--- config.mk ---
export PLATFORM = sky130hd
export DESIGN_NAME = sbus_frame_decoder_core_flat
export DESIGN_NICKNAME = d
export VERILOG_FILES = /design/src/design/sfd_pkg.sv /design/src/design/sfd_in_if.sv /design/src/design/sfd_out_if.sv /design/src/design/sfd_datapath.sv /design/src/design/sfd_ctrl.sv /design/src/design/sbus_frame_decoder_core.sv /design/src/flat_wrapper.sv
export SDC_FILE = /design/constraint.sdc
export NUM_CORES = 1
export LEC_CHECK = 0
export ABC_AREA = 0
export BUFFER_PORTS_ARGS = -buffer_cell sky130_fd_sc_hd__buf_2
export CORE_ASPECT_RATIO = 1.5
export CORE_MARGIN = 2
export CORE_UTILIZATION = 30
export DETAILED_ROUTE_END_ITERATION = 16
export GPL_ROUTABILITY_DRIVEN = 0
export SYNTH_ARGS = -nofsm -noshare
export SYNTH_HDL_FRONTEND = slang
export SYNTH_SLANG_ARGS = --single-unit
export TNS_END_PERCENT = 1
--- constraint.sdc ---
create_clock -name clk_i -period 7.9 [get_ports clk_i]
set_input_delay 0.79 -clock clk_i [delete_from_list [all_inputs] [get_ports clk_i]]
set_output_delay 0.79 -clock clk_i [all_outputs]
set_load 0.1 [all_outputs]
--- src/design/sfd_pkg.sv ---
// ----------------------------------------------------------------------------
// sfd_pkg: shared types and constants of the serial RC frame decoder
// Frame marks, byte positions, channel geometry, controller state and the
// command/status bundles between the controller and the datapath.
// ----------------------------------------------------------------------------
package sfd_pkg;

  localparam int unsigned ByteW    = 8;
  localparam int unsigned ChBits   = 11;
  localparam int unsigned ChCount  = 16;
  localparam int unsigned ChIdxW   = $clog2(ChCount);
  localparam int unsigned MemAddrW = ChIdxW + 1;
  localparam int unsigned PosW     = 5;
  localparam int unsigned IssW     = ChIdxW + 1;
  // bits left over between bytes never exceed ChBits - 1
  localparam int unsigned AccW     = ChBits - 1;
  localparam int unsigned FullW    = AccW + ByteW;
  localparam int unsigned CntW     = $clog2(ChBits);
  localparam int unsigned SumW     = $clog2(FullW + 1);

  localparam logic [ByteW-1:0] StartMark = 8'h0F;
  localparam logic [ByteW-1:0] EndMark   = 8'h00;

  localparam logic [PosW-1:0] PosFirstData = 5'd1;
  localparam logic [PosW-1:0] PosLastData  = 5'd22;
  localparam logic [PosW-1:0] FlagPos      = 5'd23;
  localparam logic [PosW-1:0] EndPos       = 5'd24;

  localparam int unsigned FailsafeBit  = 3;
  localparam int unsigned FrameLostBit = 2;

  typedef enum logic {
    SFD_IDLE,
    SFD_READ
  } sfd_state_e;

  typedef struct packed {
    logic              clr_acc;   // byte seen while waiting for start
    logic              data_en;   // data byte to unpack
    logic              flag_en;   // flag byte
    logic              publish;   // good end byte: swap banks
    logic              rd_en;     // fetch one published channel
    logic [ChIdxW-1:0] rd_chan;
  } sfd_cmd_t;

  typedef struct packed {
    logic is_start;
    logic is_end;
  } sfd_sts_t;

endpackage

--- src/design/sfd_in_if.sv ---
// ----------------------------------------------------------------------------
// sfd_in_if: input channel of the frame decoder
// One word is either a received byte or a read request.
// ----------------------------------------------------------------------------
interface sfd_in_if import sfd_pkg::*; ();
  logic             valid;
  logic             ready;
  logic             action;
  logic [ByteW-1:0] byte_value;

  modport source (output valid, output action, output byte_value, input ready);
  modport sink   (input valid, input action, input byte_value, output ready);
endinterface

--- src/design/sfd_out_if.sv ---
// ----------------------------------------------------------------------------
// sfd_out_if: result channel of the frame decoder
// One word per channel of the published frame.
// ----------------------------------------------------------------------------
interface sfd_out_if import sfd_pkg::*; ();
  logic              valid;
  logic              ready;
  logic [ChIdxW-1:0] channel_index;
  logic [ChBits-1:0] channel_value;
  logic              failsafe;
  logic              link_lost;
  logic              last;

  modport source (output valid, output channel_index, output channel_value,
                  output failsafe, output link_lost, output last, input ready);
  modport sink   (input valid, input channel_index, input channel_value,
                  input failsafe, input link_lost, input last, output ready);
endinterface

--- src/design/sfd_datapath.sv ---
// ----------------------------------------------------------------------------
// sfd_datapath: bit unpacker, two-bank channel memory and result register
// Gathers data bytes into 11-bit channels, writes each finished channel into
// the filling bank and reads the published bank out one channel a cycle while the result word is not stalled.
// ----------------------------------------------------------------------------
module sfd_datapath import sfd_pkg::*; (
  input  logic              clk_i,
  input  logic              rst_ni,
  input  sfd_cmd_t          cmd_i,
  input  logic [ByteW-1:0]  byte_value_i,
  output sfd_sts_t          sts_o,
  output logic [ChIdxW-1:0] channel_index_o,
  output logic [ChBits-1:0] channel_value_o,
  output logic              failsafe_o,
  output logic              link_lost_o,
  output logic              last_o
);

  logic [ChBits-1:0] mem [2**MemAddrW];

  logic              fill_bank_q;
  logic              pub_seen_q;
  logic [1:0]        flag_q [2];
  logic [AccW-1:0]   acc_q, acc_d;
  logic [CntW-1:0]   cnt_q, cnt_d;
  logic [ChIdxW-1:0] wr_chan_q;
  logic [FullW-1:0]  full;
  logic [SumW-1:0]   sum;
  logic              wr_en;

  logic [ChIdxW-1:0] out_chan_q;
  logic [ChBits-1:0] rd_data_q;
  logic              fs_q, fl_q;

  assign sts_o.is_start = (byte_value_i == StartMark);
  assign sts_o.is_end   = (byte_value_i == EndMark);

  // new byte lands just above the bits still pending
  always_comb begin
    full  = FullW'(acc_q) | (FullW'(byte_value_i) << cnt_q);
    sum   = SumW'(cnt_q) + SumW'(ByteW);
    wr_en = cmd_i.data_en && (sum >= SumW'(ChBits));
    if (wr_en) begin
      acc_d = AccW'(full >> ChBits);
      cnt_d = CntW'(sum - SumW'(ChBits));
    end else begin
      acc_d = AccW'(full);
      cnt_d = CntW'(sum);
    end
  end

  always_ff @(posedge clk_i or negedge rst_ni) begin
    if (!rst_ni) begin
      fill_bank_q <= 1'b0;
      pub_seen_q  <= 1'b0;
      flag_q[0]   <= 2'b00;
      flag_q[1]   <= 2'b11;
      acc_q       <= '0;
      cnt_q       <= '0;
      wr_chan_q   <= '0;
    end else begin
      if (cmd_i.clr_acc) begin
        acc_q     <= '0;
        cnt_q     <= '0;
        wr_chan_q <= '0;
      end else if (cmd_i.data_en) begin
        acc_q <= acc_d;
        cnt_q <= cnt_d;
        if (wr_en) begin
          wr_chan_q <= wr_chan_q + 1'b1;
        end
      end
      if (cmd_i.flag_en) begin
        flag_q[fill_bank_q] <= {byte_value_i[FailsafeBit], byte_value_i[FrameLostBit]};
      end
      if (cmd_i.publish) begin
        fill_bank_q <= ~fill_bank_q;
        pub_seen_q  <= 1'b1;
      end
    end
  end

  always_ff @(posedge clk_i) begin
    if (wr_en) begin
      mem[{fill_bank_q, wr_chan_q}] <= full[ChBits-1:0];
    end
  end

  always_ff @(posedge clk_i) begin
    if (cmd_i.rd_en) begin
      rd_data_q  <= mem[{~fill_bank_q, cmd_i.rd_chan}];
      out_chan_q <= cmd_i.rd_chan;
      fs_q       <= flag_q[~fill_bank_q][1];
      fl_q       <= flag_q[~fill_bank_q][0];
    end
  end

  // before the first good frame the published bank reads as all zero
  assign channel_value_o = rd_data_q & {ChBits{pub_seen_q}};
  assign channel_index_o = out_chan_q;
  assign failsafe_o      = fs_q;
  assign link_lost_o     = fl_q;
  assign last_o          = (out_chan_q == ChIdxW'(ChCount - 1));

endmodule

--- src/design/sfd_ctrl.sv ---
// ----------------------------------------------------------------------------
// sfd_ctrl: frame sequencer and read controller
// Tracks the byte position within a frame and issues one channel fetch a
// cycle during a read, holding back while the result word is stalled.
// ----------------------------------------------------------------------------
module sfd_ctrl import sfd_pkg::*; (
  input  logic     clk_i,
  input  logic     rst_ni,
  input  logic     in_valid_i,
  input  logic     in_action_i,
  output logic     in_ready_o,
  output logic     out_valid_o,
  input  logic     out_ready_i,
  input  sfd_sts_t sts_i,
  output sfd_cmd_t cmd_o
);

  sfd_state_e      state_q, state_d;
  logic [PosW-1:0] pos_q, pos_d;
  logic [IssW-1:0] iss_q, iss_d;
  logic            out_valid_q, out_valid_d;
  logic            take, adv;

  always_ff @(posedge clk_i or negedge rst_ni) begin
    if (!rst_ni) begin
      state_q     <= SFD_IDLE;
      pos_q       <= '0;
      iss_q       <= '0;
      out_valid_q <= 1'b0;
    end else begin
      state_q     <= state_d;
      pos_q       <= pos_d;
      iss_q       <= iss_d;
      out_valid_q <= out_valid_d;
    end
  end

  assign in_ready_o  = (state_q == SFD_IDLE);
  assign out_valid_o = out_valid_q;
  assign take        = in_valid_i && in_ready_o;
  assign adv         = !out_valid_q || out_ready_i;

  always_comb begin
    state_d       = state_q;
    pos_d         = pos_q;
    iss_d         = iss_q;
    out_valid_d   = out_valid_q;
    cmd_o         = '0;
    cmd_o.rd_chan = iss_q[ChIdxW-1:0];
    unique case (state_q)
      SFD_IDLE: begin
        if (take && in_action_i) begin
          state_d = SFD_READ;
          iss_d   = '0;
        end else if (take) begin
          unique case (pos_q) inside
            [PosFirstData:PosLastData]: begin
              cmd_o.data_en = 1'b1;
              pos_d         = pos_q + 1'b1;
            end
            FlagPos: begin
              cmd_o.flag_en = 1'b1;
              pos_d         = EndPos;
            end
            EndPos: begin
              cmd_o.publish = sts_i.is_end;
              pos_d         = '0;
            end
            default: begin
              cmd_o.clr_acc = 1'b1;
              pos_d         = sts_i.is_start ? PosFirstData : '0;
            end
          endcase
        end
      end
      SFD_READ: begin
        if (adv) begin
          if (iss_q != IssW'(ChCount)) begin
            cmd_o.rd_en = 1'b1;
            out_valid_d = 1'b1;
            iss_d       = iss_q + 1'b1;
          end else begin
            out_valid_d = 1'b0;
            state_d     = SFD_IDLE;
          end
        end
      end
      default: begin
        state_d = SFD_IDLE;
      end
    endcase
  end

  a_idle_no_result: assert property (@(posedge clk_i) disable iff (!rst_ni)
    in_ready_o |-> !out_valid_q)
    else $error("result word pending while input is open");

  a_pos_range: assert property (@(posedge clk_i) disable iff (!rst_ni)
    pos_q <= EndPos)
    else $error("frame position out of range");

  a_one_cmd: assert property (@(posedge clk_i) disable iff (!rst_ni)
    $onehot0({cmd_o.clr_acc, cmd_o.data_en, cmd_o.flag_en, cmd_o.publish, cmd_o.rd_en}))
    else $error("more than one datapath command at once");

  a_fetch_shows: assert property (@(posedge clk_i) disable iff (!rst_ni)
    cmd_o.rd_en |=> out_valid_q)
    else $error("fetched channel not presented");

  a_stall_holds: assert property (@(posedge clk_i) disable iff (!rst_ni)
    (out_valid_q && !out_ready_i) |-> !cmd_o.rd_en)
    else $error("fetch overwrote a stalled result word");

endmodule

--- src/design/sbus_frame_decoder_core.sv ---
// ----------------------------------------------------------------------------
// sbus_frame_decoder_core: 16-channel serial RC frame decoder
// Unpacks 25-byte frames into sixteen 11-bit channels in a double-buffered
// store and streams the latest good frame out on request.
// ----------------------------------------------------------------------------
//
//  channel | dir | word carries
//  --------+-----+----------------------------------------------------------
//  in_i    | in  | action (0 = serial byte, 1 = read), byte_value
//  out_o   | out | channel_index, channel_value, failsafe, link_lost, last
//
// A received byte is taken and gives no result.
// A read first fetches the first channel from the registered read port, then
// presents one word per cycle while out_o is not stalled, for all sixteen
// channels; in_i reopens in the cycle after the last word is taken.
// The input is closed for the whole of a read; each stall on out_o holds the
// word and delays the rest of the read.
// Reset waits for a start byte; no clearing pass. Until the first good frame
// the published channels read as zero with failsafe and link-lost set.
//
module sbus_frame_decoder_core import sfd_pkg::*; (
  input  logic           clk_i,
  input  logic           rst_ni,
  sfd_in_if.sink         in_i,
  sfd_out_if.source      out_o
);

  sfd_cmd_t cmd;
  sfd_sts_t sts;

  // Controller: frame position and read sequencing
  sfd_ctrl u_ctrl (
    .clk_i       (clk_i),
    .rst_ni      (rst_ni),
    .in_valid_i  (in_i.valid),
    .in_action_i (in_i.action),
    .in_ready_o  (in_i.ready),
    .out_valid_o (out_o.valid),
    .out_ready_i (out_o.ready),
    .sts_i       (sts),
    .cmd_o       (cmd)
  );

  // Datapath: unpacker, bank memory, flags and result register
  sfd_datapath u_dp (
    .clk_i           (clk_i),
    .rst_ni          (rst_ni),
    .cmd_i           (cmd),
    .byte_value_i    (in_i.byte_value),
    .sts_o           (sts),
    .channel_index_o (out_o.channel_index),
    .channel_value_o (out_o.channel_value),
    .failsafe_o      (out_o.failsafe),
    .link_lost_o     (out_o.link_lost),
    .last_o          (out_o.last)
  );

endmodule

--- src/flat_wrapper.sv ---
// flat-port wrapper written by rule: the top's interface ports become plain ports
module sbus_frame_decoder_core_flat import sfd_pkg::*;
  (clk_i, rst_ni, in_i_valid, in_i_action, in_i_byte_value, in_i_ready, out_o_valid, out_o_channel_index, out_o_channel_value, out_o_failsafe, out_o_link_lost, out_o_last, out_o_ready);
  sfd_in_if in_i_i ();
  sfd_out_if out_o_i ();
  input  logic clk_i;
  input  logic rst_ni;
  input wire logic [$bits(in_i_i.valid)-1:0] in_i_valid;
  input wire logic [$bits(in_i_i.action)-1:0] in_i_action;
  input wire logic [$bits(in_i_i.byte_value)-1:0] in_i_byte_value;
  output wire logic [$bits(in_i_i.ready)-1:0] in_i_ready;
  output wire logic [$bits(out_o_i.valid)-1:0] out_o_valid;
  output wire logic [$bits(out_o_i.channel_index)-1:0] out_o_channel_index;
  output wire logic [$bits(out_o_i.channel_value)-1:0] out_o_channel_value;
  output wire logic [$bits(out_o_i.failsafe)-1:0] out_o_failsafe;
  output wire logic [$bits(out_o_i.link_lost)-1:0] out_o_link_lost;
  output wire logic [$bits(out_o_i.last)-1:0] out_o_last;
  input wire logic [$bits(out_o_i.ready)-1:0] out_o_ready;
  assign in_i_i.valid = in_i_valid;
  assign in_i_i.action = in_i_action;
  assign in_i_i.byte_value = in_i_byte_value;
  assign in_i_ready = in_i_i.ready;
  assign out_o_valid = out_o_i.valid;
  assign out_o_channel_index = out_o_i.channel_index;
  assign out_o_channel_value = out_o_i.channel_value;
  assign out_o_failsafe = out_o_i.failsafe;
  assign out_o_link_lost = out_o_i.link_lost;
  assign out_o_last = out_o_i.last;
  assign out_o_i.ready = out_o_ready;
  sbus_frame_decoder_core u_core (.clk_i(clk_i), .rst_ni(rst_ni), .in_i(in_i_i), .out_o(out_o_i));
endmodule
==> results of run 1 <==
per-layer routing:
layer  share of wire (%)  track usage, %  vias to the layer above  wire length, um
met1                  38            15.7                     4509            14700
li1                    -               -                     3944                -
met5                   0               0                        -                0
met2                  54            24.8                      233            20600
met4                 3.2            5.13                        0             1230
met3                 4.5            1.49                       64             1710
area by class of cell:
class | count | share of cell area (%)
flip-flops and latches | 405 | 63.6
multi-input cells | 498 | 23.5
repair buffers | 58 | 1.89
clock inverters | 25 | 1.04
clock buffers | 43 | 5.03
well taps | 695 | 4.61
inverters | 14 | 0.279
state kept, by name, summed over array words and instances (netlist names):
register	flops
u_core.u_dp.mem	352
u_core.u_dp.rd_data_q	11
u_core.u_dp.acc_q	10
u_core.u_ctrl.iss_q	5
u_core.u_ctrl.pos_q	5
u_core.u_dp.channel_index_o	4
u_core.u_dp.cnt_q	4
u_core.u_dp.flag_q	4
u_core.u_dp.wr_chan_q	4
u_core.u_ctrl.out_valid_o	1
u_core.u_ctrl.state_q	1
u_core.u_dp.failsafe_o	1
u_core.u_dp.fill_bank_q	1
u_core.u_dp.link_lost_o	1
u_core.u_dp.pub_seen_q	1
cells in the final DEF (no fill, tap or decap), types with 12 or more instances in the layout:
cell type  count
buf_2         32
mux2i_1      113
mux2_2        14
mux4_2        45
and2_1        15
a31oi_1       12
edfxtp_1     369
nor3_1        12
buf_4         26
clkinv_2      12
inv_1         12
dfrtp_1       32
nor2_1        49
clkbuf_16     37
a22oi_1       16
nand2_1       38
a21oi_1       21
a22o_1        29
worst max-delay path, cell delays in order (launching register included):
cell	delay (ps)
dfrtp_1	760
ha_1	350
a2111oi_4	90
nor4_4	610
nand2_1	430
nor2_1	890
worst max path at each step:
| stage | end | cells after the start | slack, ps | start |
|---|---|---|---|---|
| after floorplan | u_core.u_dp.mem[0][0]$_DFFE_PP_ | 6 | 4740 | u_core.u_ctrl.state_q$_DFF_PN0_ |
| after global placement | u_core.u_dp.mem[2][2]$_DFFE_PP_ | 6 | 4400 | in_i_action |
| after detailed placement | u_core.u_dp.mem[1][3]$_DFFE_PP_ | 6 | 4350 | in_i_action |
| after CTS | u_core.u_dp.mem[1][4]$_DFFE_PP_ | 5 | 4360 | u_core.u_dp.cnt_q[0]$_DFFE_PN0P_ |
| after global routing | u_core.u_dp.mem[1][4]$_DFFE_PP_ | 5 | 4120 | u_core.u_dp.cnt_q[0]$_DFFE_PN0P_ |
| final | u_core.u_dp.mem[1][4]$_DFFE_PP_ | 5 | 4400 | u_core.u_dp.cnt_q[0]$_DFFE_PN0P_ |
power by group through the flow:
stage	Combinational [W]	Sequential [W]	Clock (W)
floorplan	0.00148	0.00314	0
global placement	0.00217	0.00314	0
detailed placement	0.00221	0.00314	0
CTS	0.00222	0.00310	0.00177
global route	0.00237	0.00312	0.00184
finish	0.00218	0.00310	0.00172
cells by family (layout without fill, tap and decap cells):
kind of cell	count (synthesis)	count (layout)	synth area share [%]
and+or+nand+nor	174	174	5.39
muxes	173	173	13.9
adders and majority gates	11	11	0.825
DFF	405	405	71.8
buffers and inverters	65	140	1.77
AOI/OAI and AO/OA	132	132	5.89
xor gates and xnor gates	8	8	0.420
through the flow:
step | util, % | power, W | hold WS (ps) | setup WS [ps] | instance area (um^2)
final | 34.4 | 0.00701 | 363 | 4400 | 18800
after detailed placement | 32.3 | 0.00536 | 465 | 4350 | 17700
after CTS | 34.4 | 0.00709 | 376 | 4360 | 18800
after global placement | 32.3 | 0.00531 | 456 | 4400 | 17700
after floorplan | - | 0.00462 | 434 | 4740 | 16700
after global routing | 34.4 | 0.00733 | 414 | 4120 | 18800
==> flow_metrics.tcl, run 1 <==
set metrics [dict create \
    antenna_found_initial 0 \
    start_util_pct 30.5 \
    fin_crit_sh_pct 44.3 \
    cts_root_buf "clkbuf_16" \
    synth_edf_count 369 \
    ir_drop_mv 0.182 \
    overflow 0 \
    grt_pass1_vias 9137 \
    p_sw_w 0.00241 \
    fin_skew_ps 24.2 \
    core_um2 54800 \
    routed_wirelength_um 38300 \
    post_cts_buffers 0 \
    syn_nets 992 \
    syn_area_per_cell_um2 17.2 \
    slew_headroom_pct 17.7 \
    crit_type "flop to flop" \
    postCtsResizedCells 0 \
    clock.fmax_mhz 285 \
    power.static_leakage_nw 6.49 \
    cts_htree_levels 2 \
    slew_viol_final 0 \
    cts_buffer_depth 3 \
    die_area_um2 57600 \
    clock-sinks 405 \
    multiInputGateArea_um2 4440 \
    hpwl_um 24200 \
    cp.arrival_ps 3650 \
    synth_seq_cells 405 \
    num_vias 8750 \
    clock_latency_ps 550 \
    synthCells 968 \
    synthTopCellsByArea "edfxtp_1 (66%), mux2i_1 (6.8%), mux4_2 (6.1%), dfrtp_1 (5.1%), a22o_1 (1.5%)" \
    cts_inserted_buffers 37 \
    yosysUniqueCellTypes 60 \
    rsz0062_at_grt "no" \
    power.internal_w 0.00460 \
    critPathCaptureType "flop" \
    layout.cells.non_filler 1738 \
    switching_share_pct 34.3 \
    port_buffers 32 \
    grt_pass1_wl_um 57500 \
    synth_top_cell_area_share_pct 66.4 \
    cts_tree "built" \
    cts_hold_buf 0 \
    syn_area_um2 16700 \
    nFillCells 5091 \
    path_clk_slew_ps 60 \
    fin_setup_tns_ps 0 \
    hold_violations 0 \
    setup_viol 0 \
    synth_largest_area_cell "edfxtp_1" \
    die_w_um 197 \
    reg2reg_to "u_core.u_dp.mem[1][4]$_DFFE_PP_" \
    cp-start-kind "flop" \
    drive_gt1_share_pct 18.8 \
    rr_worst_depth 5 \
    synthToLayoutAreaGrowth_pct 12.9 \
    viasPerCell 5.03 \
    ff2ff_setup_slack_ps 4400 \
    status "finished, final reports clean" \
    pwr-share-clk_pct 24.6 \
    ios 33 \
    yosysMostFrequentCell "edfxtp_1" \
    track_usage_pct 13.4 \
    postRouteAntennaNets 0 \
    grt_max_degree 60 \
    placementRows 105 \
    seq_area_um2 12000 \
    crit_fanout 16 \
    die_h_um 293 \
    power.share.sequential_pct 44.2 \
    hold_class "primary input to asynchronous set/reset pin" \
    fin_nets 1038 \
    synthTopCellsByCount "edfxtp_1 (369), mux2i_1 (113), nor2_1 (53)" \
    drc 0 \
    synth_flop_cell "edfxtp_1" \
    antenna_cells 0 \
    dp.cells 1670 \
    wl_per_cell_um 22.0 \
    drv_cap 0 \
    yosys_warnings 0 \
    worst-slew-pin-transition_ps 1240 \
    r2r_start "u_core.u_dp.cnt_q[0]$_DFFE_PN0P_" \
    powerDensity_nw_per_um2 372 \
    drt_iter0_drc 695 \
    min_period_ps 3500 \
    cp.required_ps 8050 \
    synthArstFlopShare_pct 8.89 \
    drt-pass1-iter-count 5 \
    combPwrFrac_pct 31.2 \
    synth_seq_area_share_pct 71.8 \
]
Power figures use the tool's default switching activity.
==> inputs of run 2 (changes only) <==
- ABC_AREA: 0 -> 1
- clock period: 7.9 -> 3.18 ns (I/O delays scaled with it)
==> run 2 against run 1 <==
Die area rose by 3.6%. Highest routed layer unchanged. Sequential share of layout area fell by 2.1 points. Clock-buffer cell count rose by 2. Synthesized cell count rose by 67%. Flip-flop and latch count did not move. Maximum frequency rose by 23%. Worst hold slack got worse by 260 ps. Critical endpoint is now u_core.u_dp.mem[1][2]$_DFFE_PP_. Non-clock buffer count rose by 11.
==> flow_metrics.tcl, run 2 <==
set metrics [dict create \
    placementRows 107 \
    drv_cap 0 \
    die_h_um 298 \
    fin_crit_sh_pct 89.9 \
    critPathCaptureType "flop" \
    die_w_um 200 \
    antenna_found_initial 0 \
    overflow 0 \
    ios 33 \
    power.internal_w 0.0111 \
    clock_latency_ps 540 \
    start_util_pct 30.4 \
    final_cell_mix "nand2_1 (374), edfxtp_1 (369), nor2_1 (262)" \
    die_area_um2 59600 \
    power.share.sequential_pct 39.5 \
    hpwl_um 29600 \
    post_cts_buffers 0 \
    setup_viol 0 \
    postRouteAntennaNets 0 \
    worst_slack_ps 322 \
    synth_flop_cell "edfxtp_1" \
    p_sw_w 0.00781 \
    largest_register_ffs 352 \
    powerDensity_nw_per_um2 969 \
    pwr-share-clk_pct 22.5 \
    cp.arrival_ps 3010 \
    min_period_ps 2860 \
    topRoutingLayerUsed "met4" \
    ir_drop_mv 1.09 \
    antenna_cells 0 \
    synthCells 1615 \
    num_vias 11700 \
    power_w 0.0189 \
    drt_iter0_drc 935 \
    regMostFlops "u_core.u_dp.mem" \
    path_clk_slew_ps 70 \
    grt_max_degree 91 \
    crit_fanout 11 \
    wl_met3_um 1840 \
    cp-start-kind "flop" \
    clock-sinks 405 \
    syn_nets 1639 \
    synth_seq_area_share_pct 69.3 \
    top_regs "u_core.u_dp.mem x352, u_core.u_dp.rd_data_q x11, u_core.u_dp.acc_q x10" \
    drc 0 \
    fin_setup_tns_ps 0 \
    synth_top_cell_area_share_pct 64.0 \
    syn_area_per_cell_um2 10.7 \
    cts_buffer_depth 3 \
    synth_edf_count 369 \
    worst-slew-pin-transition_ps 1110 \
    slew_headroom_pct 25.5 \
    synth_largest_area_cell "edfxtp_1" \
    crit_type "flop to flop" \
    combPwrFrac_pct 38.1 \
    power.static_leakage_nw 7.23 \
    slew_viol_final 0 \
    drive_gt1_share_pct 8.07 \
    wl_met2_um 23700 \
    yosys_warnings 0 \
    detailedPlace.worstSlack_ps 341 \
    hold_violations 0 \
    switching_share_pct 41.3 \
    syn_area_um2 17300 \
    hold_class "primary input to flop" \
    layout_commonest_cell "nand2_1" \
    cts_hold_buf 1 \
    core_um2 56900 \
    synthToLayoutAreaGrowth_pct 12.7 \
    grt_pass1_vias 12000 \
    track_usage_pct 15.3 \
    fin_nets 1659 \
    cts_tree "built" \
    met1_length_um 17400 \
    clock.fmax_mhz 350 \
    synth_seq_cells 405 \
    port_buffers 32 \
    status "finished, final reports clean" \
    synthTopCellsByCount "nand2_1 (374), edfxtp_1 (369), nor2_1 (262)" \
    grt_pass1_wl_um 69300 \
    yosysMostFrequentCell "nand2_1" \
    viasPerCell 4.83 \
    routed_wirelength_um 45100 \
    synthTopCellsByArea "edfxtp_1 (64%), nand2_1 (8.1%), nor2_1 (5.7%), nand3_1 (5.4%), dfrtp_1 (4.9%)" \
    hold_ws_ps 101 \
    drt-pass1-iter-count 5 \
    rsz0062_at_grt "no" \
    wl_per_cell_um 18.6 \
    postCtsResizedCells 0 \
    cp.required_ps 3330 \
    yosysUniqueCellTypes 36 \
    cts_htree_levels 2 \
    fin_skew_ps 21.3 \
    cts_inserted_buffers 36 \
    synthArstFlopShare_pct 8.89 \
    cts_root_buf "clkbuf_16" \
]
[run 2: cell count changes after synthesis, moves of 29 or more]
cell / previous run / this run
mux4_2: 45 / 0
mux2i_1: 113 / 0
nand3_1: 9 / 188
nor2_1: 53 / 262
a22o_1: 29 / 0
o21ai_0: 12 / 135
nand2_1: 38 / 374
inv_1: 12 / 67
[run 2: cells by family (layout without fill, tap and decap cells)]
logic type	after synthesis	after routing	synth area share (%)
and+or+nand+nor	843	843	20.1
DFF	405	405	69.3
AOI/OAI and AO/OA	189	189	5.59
buffers and inverters	159	205	3.87
adders and majority gates	11	11	0.796
xor gates and xnor gates	8	8	0.405
[run 2: cell type report]
| class | count | area [um^2] |
|---|---|---|
| Fill cell | 5674 | 37400 |
| Tap cell | 763 | 955 |
| Inverter | 72 | 278 |
| Sequential cell | 405 | 12000 |
| Timing Repair Buffer | 69 | 490 |
| Clock inverter | 19 | 184 |
| Multi-Input combinational cell | 1051 | 4670 |
| Clock buffer | 45 | 935 |
[run 2: routing by layer]
metal / GRT usage, % / up-vias
li1: - / 5569
met5: 0 / -
met1: 17.6 / 5691
met4: 7.76 / 0
met2: 27.7 / 334
met3: 1.77 / 106
[run 2: path summary, 6_finish.rpt]
path                                                     from                                     to  slack [ps]  cells after the start
setup / recovery           u_core.u_ctrl.pos_q[0]$_DFFE_PN0P_        u_core.u_dp.mem[1][2]$_DFFE_PP_         320                      8
setup reg to reg           u_core.u_ctrl.pos_q[0]$_DFFE_PN0P_        u_core.u_dp.mem[1][2]$_DFFE_PP_         320                      8
hold reg to reg              u_core.u_dp.acc_q[9]$_DFFE_PN0P_       u_core.u_dp.acc_q[9]$_DFFE_PN0P_         480                      2
min in group asynchronous                              rst_ni  u_core.u_ctrl.out_valid_o$_DFFE_PN0P_         460                      2
hold / removal                                    out_o_ready  u_core.u_ctrl.out_valid_o$_DFFE_PN0P_         100                      4
max in group asynchronous                              rst_ni     u_core.u_ctrl.iss_q[0]$_DFFE_PN0P_        2040                      2
[run 2: per-stage QoR]
stage	utilization, %	instance area (um^2)	std cells
2_1_floorplan	-	17300	1615
3_3_place_gp	32.3	18400	2359
3_5_place_dp	32.3	18400	2359
4_1_cts	34.3	19500	2424
5_1_grt	34.3	19500	2424
6_report	34.3	19500	2424
[run 2: power by group through the flow]
| stage | clock network, W | logic (W) | registers [W] |
|---|---|---|---|
| after floorplan | 0 | 0.00431 | 0.00770 |
| after global placement | 0 | 0.00716 | 0.00756 |
| after global routing | 0.00450 | 0.00787 | 0.00749 |
| after detailed placement | 0 | 0.00722 | 0.00756 |
| after CTS | 0.00431 | 0.00724 | 0.00745 |
| final | 0.00424 | 0.00719 | 0.00746 |
[run 2: critical path, stage by stage (launching register included)]
cell and delay (ps):
dfrtp_1 430, inv_1 150, ha_1 180, nand3_1 80
nand3_1 110, nand3_2 120, nor2_4 150, nand2_1 380
nor2_1 870
